===== src/rtl/core/pts_pkg.sv =====
// ----------------------------------------------------------------------------
// pts_pkg
// Constants, descriptor type, command and status codes and the divider
// request and response types of the page table swap unit.
// ----------------------------------------------------------------------------
package pts_pkg;

    localparam int ENTRIES    = 30;
    localparam int RESIDENT   = 10;
    localparam int PAGE_BYTES = 1000;

    localparam int USABLE    = ENTRIES - 1;
    localparam int RES_LIMIT = (RESIDENT < USABLE) ? RESIDENT : USABLE;
    localparam int IW        = $clog2(ENTRIES);
    localparam int AVW       = $clog2(USABLE + 1);

    localparam int HW  = 16;
    localparam int LPW = 5;
    localparam int CW  = 16;
    localparam int DW  = 15;
    localparam int NW  = DW + 1;
    localparam int FW  = 4;
    localparam int SW  = 5;

    // reciprocal of the page size, exact for every DW-bit dividend
    localparam int DIV_SH = DW + $clog2(PAGE_BYTES);
    localparam int MW     = DW + 2;
    localparam logic [MW-1:0] DIV_MUL =
        MW'(((64'd1 << DIV_SH) + 64'(PAGE_BYTES) - 64'd1) / 64'(PAGE_BYTES));

    localparam logic [HW-1:0] HANDLE_MAX = '1;
    localparam logic [DW-1:0] QUOT_LIMIT = DW'((1 << LPW) - 1);

    localparam logic [1:0] CMD_ALLOC = 2'd0;
    localparam logic [1:0] CMD_FREE  = 2'd1;
    localparam logic [1:0] CMD_WRITE = 2'd2;
    localparam logic [1:0] CMD_READ  = 2'd3;

    localparam logic [1:0] ST_OK       = 2'd0;
    localparam logic [1:0] ST_NOROOM   = 2'd1;
    localparam logic [1:0] ST_NOTFOUND = 2'd2;

    typedef struct packed {
        logic [HW-1:0]  handle;
        logic [LPW-1:0] lpage;
        logic [CW-1:0]  count;
    } t_entry;

    localparam int EW = $bits(t_entry);

    typedef struct packed {
        logic          start;
        logic [DW-1:0] dividend;
    } t_div_req;

    typedef struct packed {
        logic          done;
        logic [DW-1:0] quot;
        logic          rem_nz;
    } t_div_rsp;

    function automatic logic [CW-1:0] bump(input logic [CW-1:0] c);
        return (c == '1) ? c : c + 1'b1;
    endfunction

endpackage


===== src/rtl/core/pts_cmd_if.sv =====
// ----------------------------------------------------------------------------
// pts_cmd_if
// Command channel: one item is one table command.
// ----------------------------------------------------------------------------
interface pts_cmd_if;
    logic        valid;
    logic        ready;
    logic [1:0]  cmd;
    logic [15:0] handle_in;
    logic [14:0] size_bytes;
    logic [14:0] offset;

    modport source (output valid, output cmd, output handle_in, output size_bytes,
                    output offset, input ready);
    modport sink   (input valid, input cmd, input handle_in, input size_bytes,
                    input offset, output ready);
endinterface


===== src/rtl/core/pts_rsp_if.sv =====
// ----------------------------------------------------------------------------
// pts_rsp_if
// Response channel: one item per command.
// ----------------------------------------------------------------------------
interface pts_rsp_if;
    logic        valid;
    logic        ready;
    logic [1:0]  status;
    logic [15:0] handle_out;
    logic [3:0]  frame;
    logic        swapped;
    logic [4:0]  swap_slot;

    modport source (output valid, output status, output handle_out, output frame,
                    output swapped, output swap_slot, input ready);
    modport sink   (input valid, input status, input handle_out, input frame,
                    input swapped, input swap_slot, output ready);
endinterface


===== src/rtl/core/page_table_lfu_swap_unit.sv =====
// ----------------------------------------------------------------------------
// page_table_lfu_swap_unit
// Page descriptor table with allocate, free and access commands and
// least-used frame exchange, scanned one descriptor per cycle.
// ----------------------------------------------------------------------------
// After accept, the divider runs, then one descriptor a cycle is read through
// the single read port: allocate scans the usable entries twice (once if refused),
// free and a miss scan them once, a hit ends the access scan at its entry, a null
// handle or a page past 31 reads none, and a swap adds a scan of the resident entries.
// One command at a time; the next is taken the cycle after the result enters
// the output register. Reset clears the table at once through per-entry valid bits.
module page_table_lfu_swap_unit (
    input  logic       i_clk,
    input  logic       i_rst_n,
    pts_cmd_if.sink    i_cmd,
    pts_rsp_if.source  o_rsp
);

    typedef enum logic [10:0] {
        S_IDLE   = 11'b000_0000_0001,
        S_DIV    = 11'b000_0000_0010,
        S_COUNT  = 11'b000_0000_0100,
        S_CHECK  = 11'b000_0000_1000,
        S_FILL   = 11'b000_0001_0000,
        S_FREE   = 11'b000_0010_0000,
        S_FIND   = 11'b000_0100_0000,
        S_MIN    = 11'b000_1000_0000,
        S_SWAP_A = 11'b001_0000_0000,
        S_SWAP_B = 11'b010_0000_0000,
        S_DONE   = 11'b100_0000_0000
    } t_state;

    localparam logic [pts_pkg::IW-1:0] LIM_ALL = pts_pkg::IW'(pts_pkg::USABLE);
    localparam logic [pts_pkg::IW-1:0] LIM_RES = pts_pkg::IW'(pts_pkg::RES_LIMIT);

    t_state                     r_state;
    logic [1:0]                 r_cmd;
    logic [pts_pkg::HW-1:0]     r_handle;
    logic                       r_div_start;
    logic [pts_pkg::DW-1:0]     r_dividend;
    logic [pts_pkg::NW-1:0]     r_need;
    logic [pts_pkg::AVW-1:0]    r_avail;
    logic [pts_pkg::AVW-1:0]    r_lp;
    logic [pts_pkg::LPW-1:0]    r_page;
    logic [pts_pkg::HW-1:0]     r_last_handle;
    logic [pts_pkg::ENTRIES-1:0] r_ent_vld;
    logic [pts_pkg::IW-1:0]     r_raddr;
    logic [pts_pkg::IW-1:0]     r_rd_idx;
    logic                       r_rd_pend;
    logic                       r_rd_ok;
    logic [pts_pkg::IW-1:0]     r_idx;
    logic [pts_pkg::IW-1:0]     r_b;
    logic [pts_pkg::CW-1:0]     r_mn;
    pts_pkg::t_entry            r_acc;
    pts_pkg::t_entry            r_vic;

    logic [1:0]                 r_status;
    logic [pts_pkg::HW-1:0]     r_hout;
    logic [pts_pkg::FW-1:0]     r_frame;
    logic                       r_swp;
    logic [pts_pkg::SW-1:0]     r_slot;

    logic                       r_out_valid;
    logic [1:0]                 r_o_status;
    logic [pts_pkg::HW-1:0]     r_o_hout;
    logic [pts_pkg::FW-1:0]     r_o_frame;
    logic                       r_o_swp;
    logic [pts_pkg::SW-1:0]     r_o_slot;

    pts_pkg::t_div_req          div_req;
    pts_pkg::t_div_rsp          div_rsp;
    logic [pts_pkg::EW-1:0]     ram_q;
    pts_pkg::t_entry            rd_ent;
    pts_pkg::t_entry            bumped;
    logic                       scanning;
    logic [pts_pkg::IW-1:0]     scan_lim;
    logic                       issue;
    logic                       last;
    logic                       hit;
    logic                       is_res;
    logic                       fill_take;
    logic                       free_take;
    logic                       ram_we;
    logic [pts_pkg::IW-1:0]     ram_waddr;
    pts_pkg::t_entry            ram_wdata;
    logic                       div_go;
    logic                       out_load;

    assign div_req.start    = r_div_start;
    assign div_req.dividend = r_dividend;

    assign div_go   = (r_state == S_IDLE) && i_cmd.valid;
    assign out_load = (r_state == S_DONE) && (!r_out_valid || o_rsp.ready);

    pts_div u_div (
        .i_clk   (i_clk),
        .i_rst_n (i_rst_n),
        .i_req   (div_req),
        .o_rsp   (div_rsp)
    );

    pts_ram #(
        .WIDTH (pts_pkg::EW),
        .DEPTH (pts_pkg::ENTRIES)
    ) u_table (
        .i_clk   (i_clk),
        .i_we    (ram_we),
        .i_waddr (ram_waddr),
        .i_wdata (ram_wdata),
        .i_re    (issue),
        .i_raddr (r_raddr),
        .o_rdata (ram_q)
    );

    always_comb begin
        rd_ent       = r_rd_ok ? pts_pkg::t_entry'(ram_q) : '0;
        bumped       = rd_ent;
        bumped.count = pts_pkg::bump(rd_ent.count);
        scanning     = (r_state == S_COUNT) || (r_state == S_FILL) || (r_state == S_FREE) ||
                       (r_state == S_FIND) || (r_state == S_MIN);
        scan_lim     = (r_state == S_MIN) ? LIM_RES : LIM_ALL;
        hit          = r_rd_pend && (rd_ent.handle == r_handle) && (rd_ent.lpage == r_page);
        issue        = scanning && (r_raddr < scan_lim) && !((r_state == S_FIND) && hit);
        last         = r_rd_pend && (r_rd_idx == scan_lim - 1'b1);
        is_res       = (r_rd_idx < LIM_RES);
        fill_take    = r_rd_pend && (rd_ent.handle == '0) &&
                       (pts_pkg::NW'(r_lp) < r_need);
        free_take    = r_rd_pend && (rd_ent.handle == r_handle);

        ram_we    = 1'b0;
        ram_waddr = r_rd_idx;
        ram_wdata = '0;
        case (r_state)
            S_FILL: begin
                ram_we           = fill_take;
                ram_wdata.handle = r_last_handle;
                ram_wdata.lpage  = pts_pkg::LPW'(r_lp + 1'b1);
                ram_wdata.count  = bumped.count;
            end
            S_FREE: begin
                ram_we = free_take;
            end
            S_FIND: begin
                ram_we    = hit && is_res;
                ram_wdata = bumped;
            end
            S_SWAP_A: begin
                ram_we    = 1'b1;
                ram_waddr = r_b;
                ram_wdata = r_acc;
            end
            S_SWAP_B: begin
                ram_we    = 1'b1;
                ram_waddr = r_idx;
                ram_wdata = r_vic;
            end
            default: begin
                ram_we = 1'b0;
            end
        endcase
    end

    always_ff @(posedge i_clk) begin
        if (!i_rst_n) begin
            r_state       <= S_IDLE;
            r_div_start   <= 1'b0;
            r_rd_pend     <= 1'b0;
            r_ent_vld     <= '0;
            r_last_handle <= '0;
            r_out_valid   <= 1'b0;
        end else begin
            r_div_start <= div_go;
            if (ram_we) begin
                r_ent_vld[ram_waddr] <= 1'b1;
            end
            r_rd_pend <= issue;
            if (issue) begin
                r_rd_ok  <= r_ent_vld[r_raddr];
                r_rd_idx <= r_raddr;
                r_raddr  <= r_raddr + 1'b1;
            end
            if (out_load) begin
                r_out_valid <= 1'b1;
                r_o_status  <= r_status;
                r_o_hout    <= r_hout;
                r_o_frame   <= r_frame;
                r_o_swp     <= r_swp;
                r_o_slot    <= r_slot;
            end else if (o_rsp.ready) begin
                r_out_valid <= 1'b0;
            end

            case (r_state)
                S_IDLE: begin
                    if (i_cmd.valid) begin
                        r_cmd       <= i_cmd.cmd;
                        r_handle    <= i_cmd.handle_in;
                        r_dividend  <= (i_cmd.cmd == pts_pkg::CMD_ALLOC) ?
                                       i_cmd.size_bytes : i_cmd.offset;
                        r_status    <= pts_pkg::ST_OK;
                        r_hout      <= '0;
                        r_frame     <= '0;
                        r_swp       <= 1'b0;
                        r_slot      <= '0;
                        r_avail     <= '0;
                        r_state     <= S_DIV;
                    end
                end
                S_DIV: begin
                    if (div_rsp.done) begin
                        r_raddr <= '0;
                        case (r_cmd)
                            pts_pkg::CMD_ALLOC: begin
                                r_need  <= pts_pkg::NW'(div_rsp.quot) +
                                           pts_pkg::NW'(div_rsp.rem_nz);
                                r_state <= S_COUNT;
                            end
                            pts_pkg::CMD_FREE: begin
                                r_state <= S_FREE;
                            end
                            default: begin
                                if (r_handle == '0 || div_rsp.quot >= pts_pkg::QUOT_LIMIT) begin
                                    r_status <= pts_pkg::ST_NOTFOUND;
                                    r_state  <= S_DONE;
                                end else begin
                                    r_page  <= pts_pkg::LPW'(div_rsp.quot + 1'b1);
                                    r_state <= S_FIND;
                                end
                            end
                        endcase
                    end
                end
                S_COUNT: begin
                    if (r_rd_pend && rd_ent.handle == '0) begin
                        r_avail <= r_avail + 1'b1;
                    end
                    if (last) begin
                        r_state <= S_CHECK;
                    end
                end
                S_CHECK: begin
                    if (r_last_handle == pts_pkg::HANDLE_MAX ||
                        pts_pkg::NW'(r_avail) < r_need) begin
                        r_status <= pts_pkg::ST_NOROOM;
                        r_state  <= S_DONE;
                    end else begin
                        r_last_handle <= r_last_handle + 1'b1;
                        r_lp          <= '0;
                        r_raddr       <= '0;
                        r_state       <= S_FILL;
                    end
                end
                S_FILL: begin
                    if (fill_take) begin
                        r_lp <= r_lp + 1'b1;
                    end
                    if (last) begin
                        r_hout  <= r_last_handle;
                        r_state <= S_DONE;
                    end
                end
                S_FREE: begin
                    if (last) begin
                        r_state <= S_DONE;
                    end
                end
                S_FIND: begin
                    if (hit) begin
                        r_idx <= r_rd_idx;
                        r_acc <= bumped;
                        if (is_res) begin
                            r_frame <= pts_pkg::FW'(r_rd_idx);
                            r_state <= S_DONE;
                        end else begin
                            r_raddr   <= '0;
                            r_state   <= S_MIN;
                        end
                    end else if (last) begin
                        r_status <= pts_pkg::ST_NOTFOUND;
                        r_state  <= S_DONE;
                    end
                end
                S_MIN: begin
                    // ties go to the higher index
                    if (r_rd_pend && (r_rd_idx == '0 || rd_ent.count <= r_mn)) begin
                        r_mn  <= rd_ent.count;
                        r_b   <= r_rd_idx;
                        r_vic <= rd_ent;
                    end
                    if (last) begin
                        r_state <= S_SWAP_A;
                    end
                end
                S_SWAP_A: begin
                    r_state <= S_SWAP_B;
                end
                S_SWAP_B: begin
                    r_frame <= pts_pkg::FW'(r_b);
                    r_swp   <= 1'b1;
                    r_slot  <= pts_pkg::SW'(r_idx - LIM_RES);
                    r_state <= S_DONE;
                end
                S_DONE: begin
                    if (out_load) begin
                        r_state <= S_IDLE;
                    end
                end
                default: begin
                    r_state <= S_IDLE;
                end
            endcase
        end
    end

    assign i_cmd.ready      = (r_state == S_IDLE);
    assign o_rsp.valid      = r_out_valid;
    assign o_rsp.status     = r_o_status;
    assign o_rsp.handle_out = r_o_hout;
    assign o_rsp.frame      = r_o_frame;
    assign o_rsp.swapped    = r_o_swp;
    assign o_rsp.swap_slot  = r_o_slot;

endmodule


===== src/rtl/core/pts_ram.sv =====
// ----------------------------------------------------------------------------
// pts_ram
// Generic single write port, single read port RAM with registered read.
// ----------------------------------------------------------------------------
module pts_ram #(
    parameter  int WIDTH = 8,
    parameter  int DEPTH = 16,
    localparam int AW    = $clog2(DEPTH)
) (
    input  logic             i_clk,
    input  logic             i_we,
    input  logic [AW-1:0]    i_waddr,
    input  logic [WIDTH-1:0] i_wdata,
    input  logic             i_re,
    input  logic [AW-1:0]    i_raddr,
    output logic [WIDTH-1:0] o_rdata
);

    logic [WIDTH-1:0] r_mem [DEPTH];
    logic [WIDTH-1:0] r_rdata;

    always_ff @(posedge i_clk) begin
        if (i_we) begin
            r_mem[i_waddr] <= i_wdata;
        end
        if (i_re) begin
            r_rdata <= r_mem[i_raddr];
        end
    end

    assign o_rdata = r_rdata;

endmodule


===== src/rtl/core/pts_div.sv =====
// ----------------------------------------------------------------------------
// pts_div
// Division by the page size through a reciprocal multiply: the quotient is
// registered at start, then the remainder flag and done are registered together.
// ----------------------------------------------------------------------------
module pts_div (
    input  logic              i_clk,
    input  logic              i_rst_n,
    input  pts_pkg::t_div_req i_req,
    output pts_pkg::t_div_rsp o_rsp
);

    localparam int PW = pts_pkg::DW + pts_pkg::MW;

    logic                         r_stage;
    logic                         r_done;
    logic [pts_pkg::DW-1:0]       r_num;
    logic [pts_pkg::DW-1:0]       r_quo;
    logic                         r_rem_nz;
    logic [PW-1:0]                prod;
    logic [pts_pkg::DW-1:0]       back;

    assign prod = PW'(i_req.dividend) * PW'(pts_pkg::DIV_MUL);
    assign back = r_quo * pts_pkg::DW'(pts_pkg::PAGE_BYTES);

    always_ff @(posedge i_clk) begin
        if (!i_rst_n) begin
            r_stage <= 1'b0;
            r_done  <= 1'b0;
        end else begin
            r_stage <= i_req.start;
            r_done  <= r_stage;
        end
    end

    always_ff @(posedge i_clk) begin
        if (i_req.start) begin
            r_num <= i_req.dividend;
            r_quo <= pts_pkg::DW'(prod >> pts_pkg::DIV_SH);
        end
        if (r_stage) begin
            r_rem_nz <= (back != r_num);
        end
    end

    assign o_rsp.done   = r_done;
    assign o_rsp.quot   = r_quo;
    assign o_rsp.rem_nz = r_rem_nz;

endmodule

===== src/flat_wrapper.sv =====
// flat-port wrapper written by rule: the top's interface ports become plain ports
module page_table_lfu_swap_unit_flat 
  (i_clk, i_rst_n, i_cmd_valid, i_cmd_cmd, i_cmd_handle_in, i_cmd_size_bytes, i_cmd_offset, i_cmd_ready, o_rsp_valid, o_rsp_status, o_rsp_handle_out, o_rsp_frame, o_rsp_swapped, o_rsp_swap_slot, o_rsp_ready);
  pts_cmd_if i_cmd_i ();
  pts_rsp_if o_rsp_i ();
  input  logic i_clk;
  input  logic i_rst_n;
  input wire logic [$bits(i_cmd_i.valid)-1:0] i_cmd_valid;
  input wire logic [$bits(i_cmd_i.cmd)-1:0] i_cmd_cmd;
  input wire logic [$bits(i_cmd_i.handle_in)-1:0] i_cmd_handle_in;
  input wire logic [$bits(i_cmd_i.size_bytes)-1:0] i_cmd_size_bytes;
  input wire logic [$bits(i_cmd_i.offset)-1:0] i_cmd_offset;
  output wire logic [$bits(i_cmd_i.ready)-1:0] i_cmd_ready;
  output wire logic [$bits(o_rsp_i.valid)-1:0] o_rsp_valid;
  output wire logic [$bits(o_rsp_i.status)-1:0] o_rsp_status;
  output wire logic [$bits(o_rsp_i.handle_out)-1:0] o_rsp_handle_out;
  output wire logic [$bits(o_rsp_i.frame)-1:0] o_rsp_frame;
  output wire logic [$bits(o_rsp_i.swapped)-1:0] o_rsp_swapped;
  output wire logic [$bits(o_rsp_i.swap_slot)-1:0] o_rsp_swap_slot;
  input wire logic [$bits(o_rsp_i.ready)-1:0] o_rsp_ready;
  assign i_cmd_i.valid = i_cmd_valid;
  assign i_cmd_i.cmd = i_cmd_cmd;
  assign i_cmd_i.handle_in = i_cmd_handle_in;
  assign i_cmd_i.size_bytes = i_cmd_size_bytes;
  assign i_cmd_i.offset = i_cmd_offset;
  assign i_cmd_ready = i_cmd_i.ready;
  assign o_rsp_valid = o_rsp_i.valid;
  assign o_rsp_status = o_rsp_i.status;
  assign o_rsp_handle_out = o_rsp_i.handle_out;
  assign o_rsp_frame = o_rsp_i.frame;
  assign o_rsp_swapped = o_rsp_i.swapped;
  assign o_rsp_swap_slot = o_rsp_i.swap_slot;
  assign o_rsp_i.ready = o_rsp_ready;
  page_table_lfu_swap_unit u_core (.i_clk(i_clk), .i_rst_n(i_rst_n), .i_cmd(i_cmd_i), .o_rsp(o_rsp_i));
endmodule

===== config.mk =====
export PLATFORM = sky130hd
export DESIGN_NAME = page_table_lfu_swap_unit_flat
export DESIGN_NICKNAME = d
export VERILOG_FILES = /design/src/rtl/core/pts_pkg.sv /design/src/rtl/core/pts_cmd_if.sv /design/src/rtl/core/pts_rsp_if.sv /design/src/rtl/core/page_table_lfu_swap_unit.sv /design/src/rtl/core/pts_ram.sv /design/src/rtl/core/pts_div.sv /design/src/flat_wrapper.sv
export SDC_FILE = /design/constraint.sdc
export NUM_CORES = 2
export LEC_CHECK = 0
export BUFFER_PORTS_ARGS = -buffer_cell sky130_fd_sc_hd__buf_2
export CORE_MARGIN = 1
export CORE_UTILIZATION = 45
export DETAILED_ROUTE_END_ITERATION = 8
export PLACE_DENSITY_LB_ADDON = 0.2
export SLEW_MARGIN = 15
export SYNTH_ARGS = -nofsm -noshare
export SYNTH_HDL_FRONTEND = slang
export SYNTH_SLANG_ARGS = --single-unit

===== constraint.sdc =====
create_clock -name i_clk -period 6 [get_ports i_clk]
set_input_delay 0.3 -clock i_clk [delete_from_list [all_inputs] [get_ports i_clk]]
set_output_delay 0.3 -clock i_clk [all_outputs]
set_load 0.02 [all_outputs]

After elaboration in Yosys (flattened, before gate mapping)
Memory sizes are Yosys's and may differ from the RTL's. A register that Yosys moved wholly into a read port is not among the register bits.
Index checks and enable logic that the tools add are counted.
{ "totals": {"output_inout_bits": 30, "ram_bits": 1110, "word_cells": 208, "inputBits": 52, "n_memories": 1, "regBits": 299} }
{ "classes": {"mux": 57, "n_bitwise": 4, "eq_ne": 34, "n_addsub": 9, "magnitude_cmp": 9, "n_mul": 2, "n_reduce_logical": 53} }
{ "mem_list": {"columns": ["memory", "depth", "width", "read_ports", "rd_ports_with_merged_regs", "wr", "line", "text"], "rows": [
  ["u_core.u_table.r_mem", 30, 37, 1, 1, 1, "pts_ram.sv:19", "logic [WIDTH-1:0] r_mem [DEPTH];"]
]} }
{ "ops": {"columns": ["operator", "count"], "rows": [
  ["case mux 37 bit (4 select lines)", 1],
  ["2-to-1 mux 11 bit", 10],
  ["case mux 11 bit (10 select lines)", 1],
  ["2-to-1 mux 5 bit", 10],
  ["2-to-1 mux 16 bit", 3],
  ["case mux 5 bit (2 select lines)", 4],
  ["2-to-1 mux 37 bit", 1],
  ["adder 16 x 1 -> 16 bit, second input constant", 2],
  ["equality test 16 bit, second input constant", 2],
  ["zero test 16 bit", 2],
  ["less-than comparator 5 x 16 -> 1 bit", 2],
  ["case mux 16 bit (2 select lines)", 1],
  ["multiplier 15 x 16 -> 31 bit, second input constant", 1],
  ["bitwise OR 30 bit", 1],
  ["case mux 11 bit (2 select lines)", 1],
  ["adder 5 x 1 -> 5 bit, second input constant", 4],
  ["inequality test 2 x 1 -> 1 bit, second input constant", 10],
  ["equality test 16 bit", 1],
  ["less-or-equal comparator 16 bit", 1],
  ["AND reduction 4 bit", 4],
  ["2-to-1 mux 15 bit", 1],
  ["inequality test 15 bit", 1],
  ["case mux 5 bit (3 select lines)", 1],
  ["AND reduction 5 bit", 3],
  ["other kinds (45)", 100]
]} }

Depth between registers and ports, before layout
{ "depth": {"ltp_word": 11, "depth_mapped": 19, "mapped_depth_nobuf": 19} }

Cells and area by module
Synthesis repeated with hierarchy kept, for this count alone.
{ "hier_totals": {"hier_cells": 3716, "hier_area_um2": 61759.2} }
{ "modules_own_cells": {"columns": ["module", "area_per_inst_um2", "cells_each", "instances", "seq_area_each_um2"], "rows": [
  ["pts_ram", 44008.5, 2138, 1, 34443.0],
  ["page_table_lfu_swap_unit", 13250.2, 1156, 1, 7657.3],
  ["pts_div", 4500.6, 422, 1, 700.7]
]} }

Worst setup path before layout
OpenSTA, ideal clock, no wires.
{ "synth_timing": {"kind": "reg-to-reg", "from": "register u_core.r_rd_ok", "to": "register u_core.r_acc[0] (netlist bit) (enable)", "arrival_ps": 4568, "required_ps": 5506, "path_stages_with_launch": 8, "synth_period_minus_slack_ps": 5062, "setup_time_ps": 494, "path_buffers": 1, "slack_ps": 938, "path_cell_list": "edfxtp_1 > buf_2 > nor3_1 > a41oi_1 > or4_1 > nor4_2 > nand3_1 > nor3_1"} }
{ "synth_via": {"elab_chain_cells": 5, "word_cells_on_any_way": 6, "cone_classes": "eq/ne (2); mux (1); reduce/logical (3)"} }
{ "synth_rtl": {"columns": ["item", "line", "text"], "rows": [
  ["from (decl)", "page_table_lfu_swap_unit.sv:50", "logic r_rd_ok;"],
  ["from (signal assigned)", "page_table_lfu_swap_unit.sv:178", "r_rd_ok <= r_ent_vld[r_raddr];"],
  ["2-to-1 mux 37 bit (*)", "page_table_lfu_swap_unit.sv:116", "rd_ent = r_rd_ok ? pts_pkg::t_entry'(ram_q) : '0;"],
  ["equality test 16 bit", "page_table_lfu_swap_unit.sv:122", "hit = r_rd_pend && (rd_ent.handle == r_handle) && (rd_ent.lpage == r_page);"],
  ["logical AND 1 bit", "page_table_lfu_swap_unit.sv:122", null],
  ["logical AND 1 bit (*)", "page_table_lfu_swap_unit.sv:122", null],
  ["AND reduction 3 bit (no line) (*)", null, null],
  ["to (signal assigned)", "page_table_lfu_swap_unit.sv:270", "r_acc <= bumped;"],
  ["to (decl)", "page_table_lfu_swap_unit.sv:54", "pts_pkg::t_entry r_acc;"]
]} }
Every way passes the cells marked *; elsewhere a longest branch is shown, timed or not.
A chain may end at the register's enable or synchronous reset.

Worst setup path after layout
{ "layout_timing": {"from": "register u_core.r_dividend[1] (netlist bit)", "to": "register u_core.u_div.r_quo[3] (netlist bit) (data pin)"} }
{ "layout_via": {"elab_chain_cells": 1} }
{ "layout_rtl": {"columns": ["item", "line", "text"], "rows": [
  ["from (decl)", "page_table_lfu_swap_unit.sv:40", "logic [pts_pkg::DW-1:0] r_dividend;"],
  ["from (signal assigned)", "page_table_lfu_swap_unit.sv:198", "r_dividend <= (i_cmd.cmd == pts_pkg::CMD_ALLOC) ?"],
  ["multiplier 15 x 16 -> 31 bit", "pts_div.sv:23", "assign prod = PW'(i_req.dividend) * PW'(pts_pkg::DIV_MUL);"],
  ["via u_core.u_div.prod[28]", "pts_div.sv:20", "logic [PW-1:0] prod;"],
  ["to (signal assigned)", "pts_div.sv:39", "r_quo <= pts_pkg::DW'(prod >> pts_pkg::DIV_SH);"],
  ["to (decl)", "pts_div.sv:18", "logic [pts_pkg::DW-1:0] r_quo;"]
]} }
The timed path passes the listed nets, and every way through them passes these cells.

==> impl_metrics.toml <==
[status]
status = "complete, no violations"

[synth]
ys_top_cells_by_count = "edfxtp_1 (1375), mux4_2 (341), ha_1 (169)"
synthCells = 3193
syn-num-nets = 3461
syn-cell-area_mm2 = 0.0603
ys_top_cells_by_area = "edfxtp_1 (68%), mux4_2 (13%), ha_1 (3.5%)"
yosysTopAreaCellShare = 0.685
ys_ff_latch = 1437
synth_cell_type_count = 77
seq_area_frac_synth = 0.705
synth.most_common_cell = "edfxtp_1"
synth_edf_count = 1375
yosys.area.top_type = "edfxtp_1"
synthFlopType = "edfxtp_1"
syn_area_per_cell_um2 = 18.9
synth-async-reset-ratio = 0
ys_warn_count = 0

[power]
seqPwrFrac = 0.479
max-vdd-ir-drop_v = 0.000213
swShare = 0.243
power_leakage_uw = 0.0257
power_density_mw_per_mm2 = 337
p_clk_frac = 0.392
p_sw_uw = 5640
combPwrFrac = 0.129
internal_power_uw = 17600

[global_routing]
track_usage = 0.221
grtUsageMet2 = 0.360
grtUsageMet1 = 0.312
grt_max_degree = 103
grt_pass1_wl_um = 217000
grt_pass1_vias = 31800
use_met3 = 0.0356
antenna_found_initial = 0
grt_overflow = 0
busiest_layer = "met2"

[floorplan]
die_h_um = 368
die_w_um = 368
start_util = 0.456
dieArea_mm2 = 0.135
core_mm2 = 0.132
io_pins = 82
rows = 133

[cts]
cts_tree = "done"
cts_resized = 0
cts-htree-levels = 4
path_clk_slew_ns = 0.06
ctsHoldBuffers = 50
root_buffer = "clkbuf_16"
cts_buffer_depth = 3
cts.sinks = 1437
cts_buffers = 151
clk_latency_ns = 0.78
post_cts.repair.setup_buffers = 0

[final_layout]
area_growth_pct = 14.0
drive_above_1_share = 0.243
seqCellArea_mm2 = 0.0425
multi_input_area_mm2 = 0.0170
fillers = 10500
n_antenna_cell = 0
fin_nets = 3698

[job]
drv_cap = 0

[timing]
clock-skew-final_ns = 0.0239
relSlewSlack = 0.234
hold_viol = 0
fmax_ghz = 0.195
setup_violations = 0
drv_slew = 0
fin_crit_sh = 0.857
post-route-min-period_ns = 5.14
worst_pin_slew_ns = 1.15
layout_setup_ws_ns = 0.861
rsz0062_at_grt = "false"
setup_tns_ns = 0

[routing]
ant_nets = 0
drc = 0
wl_per_cell_um = 28.2
dr.first_iter.drc_count = 3349
vias = 31100
dr.pass1.iters = 5
wirelength_um = 149000
viasPerCell = 5.88

[worst_setup_path]
crit_arrival_ns = 5.65
r2r-end = "u_core.u_div.r_quo[3]"
rr_startpoint = "u_core.r_dividend[1]"
cp_max_fo = 5
cp.required_ns = 6.51
reg2regPathDepth = 16
worstSetupPathType = "flop to flop"
crit_path_end_kind = "flop"
r2r_slack_ns = 0.86
critPathLaunchType = "flop"

[place]
post-place-ws_ns = 0.906
io_buffers = 81
dp_hpwl_um = 86100
routabilityCongestion = 0.871

[hold_path]
hold_depth = 3
hp-class = "input pin to flop"
min_to = "u_core.r_state[1]"
holdCritStartpoint = "i_rst_n"
-- through the flow --
step	std cells	hold WS (ns)	cell area, µm²	total power, µW	util
finish	5301	0.191	68800	23200	0.520
global route	5301	0.180	68800	24100	0.520
CTS	5301	0.119	68800	23400	0.520
detailed placement	4982	0.405	63500	14300	0.480
global placement	4982	0.410	63500	14300	0.480
floorplan	3193	0.399	60300	13500	-
-- how the worst max path moves through the flow --
| stage | endpoint | cells after the start | start |
|---|---|---|---|
| floorplan | u_core.r_acc[0] | 7 | u_core.r_rd_ok |
| global placement | u_core.u_div.r_quo[3] | 16 | u_core.r_dividend[1] |
| detailed placement | u_core.u_div.r_quo[3] | 16 | u_core.r_dividend[1] |
| CTS | u_core.u_div.r_quo[3] | 16 | u_core.r_dividend[1] |
| global route | u_core.u_div.r_quo[0] | 19 | u_core.r_dividend[13] |
| finish | u_core.u_div.r_quo[3] | 16 | u_core.r_dividend[1] |
-- layout by cell type, fill, tap and decap left out, types with 40 or more instances in the layout --
master	count
a21oi_1	42
and2_1	57
buf_2	81
buf_4	64
clkbuf_16	152
dfxtp_1	61
dlygate4sd3_1	50
edfxtp_1	1375
fa_1	47
ha_1	169
inv_1	153
mux2_2	90
mux4_2	341
nand2_1	136
nor2_1	103
o21ai_0	62
xnor2_1	40
-- worst max-delay path: stages, from the launching register on --
cell,delay (ns)
edfxtp_1,0.50
ha_1,0.33
ha_1,0.14
inv_1,0.06
fa_1,0.53
fa_1,0.52
fa_1,0.49
inv_1,0.05
fa_1,0.44
ha_1,0.32
nand2_1,0.08
nand2_1,0.05
a41oi_1,0.33
nor4_1,0.13
or4_1,0.58
a31oi_1,0.23
xnor2_1,0.09
-- power groups by stage --
stage | Sequential, µW | Clock [µW] | Combinational, µW
after global placement | 11300 | 0 | 2960
after CTS | 11100 | 9270 | 3050
after detailed placement | 11300 | 0 | 2990
final | 11100 | 9100 | 3000
after floorplan | 11300 | 0 | 2230
after global routing | 11100 | 9630 | 3350
-- flip-flops by register name, indices dropped and copies added (netlist names), 7 cells and up --
name                     cells
u_core.o_rsp.handle_out     16
u_core.r_state              11
u_core.r_handle             16
u_core.u_table.r_mem      1110
u_core.r_dividend           15
u_core.r_last_handle        16
u_core.r_need                7
u_core.r_vic                21
u_core.r_mn                 16
u_core.r_acc                37
u_core.r_hout               16
u_core.r_ent_vld            30
u_core.u_div.r_num          15
u_core.u_table.o_rdata      37
-- layout make-up --
class | instances | area share
well taps | 1755 | 0.0319
clock buffers | 192 | 0.0576
repair buffers | 211 | 0.0248
multi-input cells | 1473 | 0.247
inverters | 156 | 0.00851
flip-flops and latches | 1437 | 0.618
clock inverters | 77 | 0.0118
-- kinds of logic after synthesis --
family | synth area share
DFF | 0.705
and+or+nand+nor | 0.0419
muxes | 0.145
buffers and inverters | 0.0180
AOI/OAI and AO/OA | 0.0274
adders and majority gates | 0.0507
xor gates and xnor gates | 0.0113
-- routing by layer --
metal  wire length (µm)  vias up
met2              73600     1120
met4               2850        0
met3               9000      201
met1              64000    16600
li1                   -    13300
met5                  0        -
No activity file was read; power rests on OpenSTA's default activity.
